File: src/rtl/lu_pkg.sv
// Package for the LU linear system solver: sequencer states and Q-format constants.
// No dependencies.
package lu_pkg;

   typedef enum logic [6:0] {
      ST_LOAD  = 7'b0000001,
      ST_RDA   = 7'b0000010,
      ST_RDB   = 7'b0000100,
      ST_MUL   = 7'b0001000,
      ST_ACC   = 7'b0010000,
      ST_DIV   = 7'b0100000,
      ST_EMIT  = 7'b1000000
   } state_type;

   typedef enum logic [2:0] {
      PH_FACT = 3'b001,
      PH_FWD  = 3'b010,
      PH_BACK = 3'b100
   } phase_type;

   localparam logic signed [31:0] SAT_MAX = 32'sh7FFF_FFFF;
   localparam logic signed [31:0] SAT_MIN = 32'sh8000_0000;

endpackage

File: src/rtl/lu_div.sv
// Restoring divider for the solver: (a * 2^FRAC_BITS) / d, truncated, saturated.
// Depends on lu_pkg. One quotient bit per cycle.
module lu_div
   import lu_pkg::*;
#(
   parameter int FRAC_BITS = 16
) (
   input  logic               clock,
   input  logic               reset,
   input  logic               go,
   input  logic signed [31:0] num,
   input  logic signed [31:0] den,
   output logic               done,
   output logic signed [31:0] quo
);

   localparam int NW = 32 + FRAC_BITS;
   localparam int CW = $clog2(NW + 1);

   logic [NW-1:0] num_ff, num_in;
   logic [NW-1:0] q_ff, q_in;
   logic [32:0]   rem_ff, rem_in;
   logic [31:0]   dmag_ff, dmag_in;
   logic          neg_ff, neg_in;
   logic          busy_ff, busy_in;
   logic [CW-1:0] cnt_ff, cnt_in;
   logic [33:0]   trial;
   logic [NW:0]   qsigned;
   logic [NW:0]   qmag;

   always_comb begin
      num_in  = num_ff;
      q_in    = q_ff;
      rem_in  = rem_ff;
      dmag_in = dmag_ff;
      neg_in  = neg_ff;
      busy_in = busy_ff;
      cnt_in  = cnt_ff;
      trial   = {rem_ff, num_ff[NW-1]} - {2'b00, dmag_ff};
      if (go) begin
         num_in  = {(num[31] ? 32'(-num) : 32'(num)), {FRAC_BITS{1'b0}}};
         dmag_in = den[31] ? 32'(-den) : 32'(den);
         neg_in  = num[31] ^ den[31];
         rem_in  = '0;
         q_in    = '0;
         cnt_in  = CW'(NW);
         busy_in = 1'b1;
      end else if (busy_ff) begin
         if (!trial[33]) begin
            rem_in = trial[32:0];
            q_in   = {q_ff[NW-2:0], 1'b1};
         end else begin
            rem_in = {rem_ff[31:0], num_ff[NW-1]};
            q_in   = {q_ff[NW-2:0], 1'b0};
         end
         num_in = {num_ff[NW-2:0], 1'b0};
         cnt_in = cnt_ff - 1'b1;
         if (cnt_ff == CW'(1)) busy_in = 1'b0;
      end
   end

   always_ff @(posedge clock) begin
      if (reset) begin
         busy_ff <= 1'b0;
         cnt_ff  <= '0;
      end else begin
         busy_ff <= busy_in;
         cnt_ff  <= cnt_in;
      end
      num_ff  <= num_in;
      q_ff    <= q_in;
      rem_ff  <= rem_in;
      dmag_ff <= dmag_in;
      neg_ff  <= neg_in;
   end

   assign done    = busy_ff && cnt_ff == CW'(1);
   // final quotient bit is in q_in during the done cycle
   assign qmag    = {1'b0, q_in};
   assign qsigned = neg_ff ? (NW+1)'(-qmag) : qmag;

   always_comb begin
      if (!neg_ff && qmag > (NW+1)'(SAT_MAX)) quo = SAT_MAX;
      else if (neg_ff && qmag > (NW+1)'(33'h0_8000_0000)) quo = SAT_MIN;
      else quo = qsigned[31:0];
   end

endmodule

File: config.mk
export PLATFORM = sky130hd
export DESIGN_NAME = lu_div
export DESIGN_NICKNAME = d
export VERILOG_FILES = /design/src/rtl/lu_pkg.sv /design/src/rtl/lu_div.sv
export SDC_FILE = /design/constraint.sdc
export NUM_CORES = 1
export LEC_CHECK = 0
export ABC_AREA = 1
export BUFFER_PORTS_ARGS = -buffer_cell sky130_fd_sc_hd__buf_2
export CORE_UTILIZATION = 54
export DETAILED_ROUTE_END_ITERATION = 7
export PLACE_DENSITY_LB_ADDON = 0.15
export SYNTH_ARGS = -nofsm -noshare
export SYNTH_HDL_FRONTEND = slang
export SYNTH_SLANG_ARGS = --single-unit
File: constraint.sdc
create_clock -name clock -period 4.9 [get_ports clock]
set_clock_uncertainty 0.2 [all_clocks]
set_input_delay 1.47 -clock clock [delete_from_list [all_inputs] [get_ports clock]]
set_output_delay 1.47 -clock clock [all_outputs]
set_load 0.01 [all_outputs]
Word level (Yosys, flattened, before mapping):

Index checks and enable logic that the tools add are counted.

* bitwise logic cells: 1
* magnitude comparators: 2
* add/subtract/negate cells: 5
* equal/unequal tests: 1
* reductions and logical operators: 6
* multiplexer cells: 16

Operators with widths (count)
* two-way mux 48 bit: 4
* two-way mux 32 bit: 4
* negator 32 bit: 3
* greater-than comparator 48 x 31 -> 1 bit, second input constant: 1
* greater-than comparator 48 x 32 -> 1 bit, second input constant: 1
* subtractor 34 x 32 -> 34 bit: 1
* two-way mux 33 bit: 1
* two-way mux 31 bit: 1
* two-way mux 6 bit: 2
* equality test 6 x 1 -> 1 bit, second input constant: 1
* subtractor 6 x 1 -> 6 bit, second input constant: 1
* two-way mux 1 bit: 4
* logical AND 1 bit: 3
* nonzero test 2 bit: 1
* OR reduction 2 bit: 1
* logical NOT 1 bit: 1
* XOR 1 bit: 1

* output and inout port bits: 33
* bits of input ports: 67
* logic and storage cells: 40
* flip-flop bits (word level): 153

Longest topological paths before layout:

* depth after elaboration: 8
* depth in mapped cells: 28
* depth with buffers taken out: 28

Worst setup path before layout:

OpenSTA, ideal clock, no wires.

* kind: input port to output port
* from: input port go
* to: output port quo[15]
* slack: -345 ps
* stages on the path: 20
* required time: 3230 ps
* path buffers: 3
* arrival time: 3575 ps
* cells stage by stage: buf_6 -> inv_4 -> nand2_8 -> buf_6 -> inv_2 -> nand3_2 -> nand2_1 -> inv_1 -> ha_1 -> nand4_2 -> nor2_2 -> nand3_2 -> nor2_2 -> nand4_1 -> nor2_1 -> nor2_2 -> nand2_4 -> buf_6 -> nand2_1 -> o21ai_1

* cells in the longest elaborated chain, start to end: 5
* elaborated cells between the ends (all ways): 9
* classes of those cells: add/sub (1); order compare (2); mux (4); reduce/logical (2)

Ends and longest elaborated chain
* start: declaration: RTL line lu_div.sv:10 `input logic go,`
* two-way mux 48 bit *: RTL line lu_div.sv:40 `if (go) begin`
* net q_in[0]: RTL line lu_div.sv:21 `logic [NW-1:0] q_ff, q_in;`
* negator 32 bit or greater-than comparator 48 x 32 -> 1 bit (tied branches): RTL line lu_div.sv:80, lu_div.sv:84
* two-way mux 32 bit or logical AND 1 bit (tied branches): RTL line lu_div.sv:80, lu_div.sv:84
* two-way mux 32 bit: RTL line lu_div.sv:84 `else if (neg_ff && qmag > (NW+1)'(33'h0_8000_0000)) quo = SAT_MIN;`
* two-way mux 32 bit *: RTL line lu_div.sv:83 `if (!neg_ff && qmag > (NW+1)'(SAT_MAX)) quo = SAT_MAX;`
* end: declaration: RTL line lu_div.sv:14 `output logic signed [31:0] quo`

Mark *: on every way through the listed nets, which the timed path passes. The rest lies on a longest branch.

Worst setup path in the final report:

* from: register dmag_ff[12]
* to: output port quo[7]

* cells in the longest elaborated chain, start to end: 8
* elaborated cells between the ends (all ways): 12
* classes of those cells: add/sub (2); order compare (2); mux (6); reduce/logical (2)

Ends and longest elaborated chain
* start: declaration: RTL line lu_div.sv:23 `logic [31:0] dmag_ff, dmag_in;`
* start signal: assignment: RTL line lu_div.sv:73 `dmag_ff <= dmag_in;`
* subtractor 34 x 32 -> 34 bit *: RTL line lu_div.sv:39 `trial = {rem_ff, num_ff[NW-1]} - {2'b00, dmag_ff};`
* two-way mux 1 bit *: RTL line lu_div.sv:49 `if (!trial[33]) begin`
* two-way mux 48 bit *: RTL line lu_div.sv:48 `end else if (busy_ff) begin`
* two-way mux 48 bit *: RTL line lu_div.sv:40
* net q_in[0]: RTL line lu_div.sv:21
* negator 32 bit or greater-than comparator 48 x 32 -> 1 bit (tied branches): RTL line lu_div.sv:80, lu_div.sv:84
* two-way mux 32 bit or logical AND 1 bit (tied branches): RTL line lu_div.sv:80, lu_div.sv:84
* two-way mux 32 bit: RTL line lu_div.sv:84
* two-way mux 32 bit *: RTL line lu_div.sv:83

Marks and branches as above.

==> out/metrics.csv <==
metric,value,unit
Worst Tran Pin Value,0.728,ns
Synth Flop Type,dfxtp_1,
initial antenna violation count,0,
syn_nets,1425,
crit start category,flop,
Chip Height,137,um
detailed-route wire length per cell,14.0,um
share of cells above drive strength 1,29.8,%
I/O Buffers,99,
Hold WC Path Type,flop to flop,
Post-DP Area,11900,sq um
Antenna diodes,0,
register area share after synthesis,37.5,%
area occupied by multi-input gates,5850,sq um
hold violation count in the final report,0,
pre-CTS setup slack,-0.552,ns
DP HPWL,18000,um
first-pass GRT wire length,40900,um
CTS tree,built,
Remaining DRCs,0,
Ys Warns,0,
"Slew Viols, Final",0,
top post-synthesis cells by area,"edfxtp_1 (20%), dfxtp_1 (18%), nand2_1 (11%), inv_1 (6.6%), nor2_1 (5.1%)",
Post-Syn Instances,1320,
Crit-path slowest cell,edfxtp_1,
final net count,1694,
final worst setup slack,-0.586,ns
P&R area growth vs syn,35.2,%
"Reg clk slew, reported paths",0.06,ns
VDD IR max,281,uV
most frequent cell after synthesis,nand2_1,
storage element area,3710,sq um
cts bufs inserted,17,
vias per inst,5.23,
status,"finished, violations left",
"Distinct cells, synth",54,
CP peak stage delay,0.42,ns
Routed Wire Length,25600,um
final hold slack,0.272,ns
Root Buffer,clkbuf_16,
"EDFF count, synth",65,
CTS Sinks,153,
MaxCap Viol Count,0,
core area,18000,sq um
Filler Cell Count,1354,
PnR Total Power,4.18,mW
"area leader, netlist",edfxtp_1,
fin crit period,5.49,ns
H-tree depth,4,
leakage,6.25,nW
clk buf depth,2,
Worst Path Required,3.23,ns
TNS Setup,-16.91,ns
total number of vias,9585,
final setup vio count,32,
crit path kind,flop to output port,
design area,13400,sq um
Final ANT Viol Nets,0,
Seq cells post-synth,153,
Total GRT Usage,27.6,%
violated checks,setup timing,
I/O pins,100,
Mapped Avg Cell Area,7.50,sq um
Post-CTS Hold Buffers,0,
GPL Wtd Cong,0.906,
top achievable clock speed,182,MHz
Synth top cells by count,"nand2_1 (300), inv_1 (173), nor2_1 (134)",
Rows,49,
"Max FO, Critical Path",5,
Worst-Skew Late Latency,0.43,ns
die area,18900,sq um
CP arrival,3.82,ns
chip width,137,um
Post-synth ARST share,0,%
largest net degree at the start of global routing,64,
effective utilization at floorplan,55.1,%
synthesized area,9900,sq um
pwr/cell area,313,nW/um^2
Crit. End Element,output port,
TritonRoute pass-1 iters,5,
area share of the largest cell type after synthesis,19.7,%
final critical-path share of the clock period,112,%
slew margin rel.,51.4,%
Overflow after GRT,0,
Most common cell on crit path,nand2_4,
RSZ-0062 raised after global routing,yes,
vias in the first global route,8779,
initial detailed-routing violation count,504,
-- repair_timing --
| action | in CTS | in global routing |
|---|---|---|
| cloned | 3 | 1 |
| setup endpoints to repair | 32 | 32 |
| pin swaps | 24 | 29 |
| endpoints found under the hold margin | 0 | 0 |
| buffers inserted | 24 | 3 |
| resized for setup | 77 | 38 |
-- sequential cells by signal, summed over array words and instances, names as in the netlist --
signal,cells
cnt_ff,6
dmag_ff,32
num_ff,32
neg_ff,1
rem_ff,33
busy_ff,1
q_ff,48
-- worst max-delay path: cells and delay by family (launching register included) --
kind,cells,cell delay [ns]
AND/OR/NAND/NOR,19,1.80
adder cells (fa/ha/maj),2,0.42
AO/OA/AOI/OAI,1,0.14
buffers and inverters,6,0.60
flip-flops,1,0.42
-- routing by layer --
layer,track usage [%],share of wire (%)
met1,35.2,47
met2,47.8,48
met3,3.86,3.8
met4,9.28,1.9
met5,0,0
-- where the power goes --
group / switching (mW) / total (mW) / internal [mW]
clock: 0.541 / 1.32 / 0.777
combinational: 0.730 / 1.34 / 0.614
sequential: 0.0686 / 1.52 / 1.45
-- stage by stage --
| stage | instances | util, % |
|---|---|---|
| 6_report | 1831 | 74.5 |
| 3_3_place_gp | 1768 | 66.1 |
| 2_1_floorplan | 1320 | - |
| 4_1_cts | 1827 | 73.3 |
| 5_1_grt | 1831 | 74.5 |
| 3_5_place_dp | 1768 | 66.1 |
-- cells by family after synthesis --
kind of cell | after synthesis | synth area share (%)
compound gates | 267 | 16.2
xor+xnor | 102 | 9.03
fa+ha+maj | 38 | 4.88
buf+inv | 222 | 9.53
flops | 153 | 37.5
simple gates | 538 | 22.8
-- cell type report --
class / count / area share [%]
Multi-Input combinational cell: 945 / 43.7
Sequential cell: 153 / 27.8
Timing Repair Buffer: 295 / 16.8
Inverter: 177 / 5.08
Clock buffer: 21 / 3.67
Tap cell: 229 / 2.14
Clock inverter: 11 / 0.785
-- cells in the final DEF, fill, tap and decap left out, types with 42 or more instances in the layout --
cell and count:
buf_4 181, o21ai_0 93, nand2_2 47, xor2_1 56, inv_1 161, buf_2 84
dfxtp_1 88, a21oi_1 42, xnor2_1 46, edfxtp_1 65, nand2_1 246, nor2_1 127
o22ai_1 48
-- path summary, 6_finish.rpt --
check                     to  slack [ns]  cells past startpoint   startpoint
setup reg to reg  rem_ff[20]        1.42                     15   dmag_ff[1]
setup / recovery      quo[7]       -0.59                     28  dmag_ff[12]
hold / removal    rem_ff[28]        0.27                      2   rem_ff[28]
hold reg to reg   rem_ff[28]        0.27                      2   rem_ff[28]
Power figures use the tool's default switching activity.
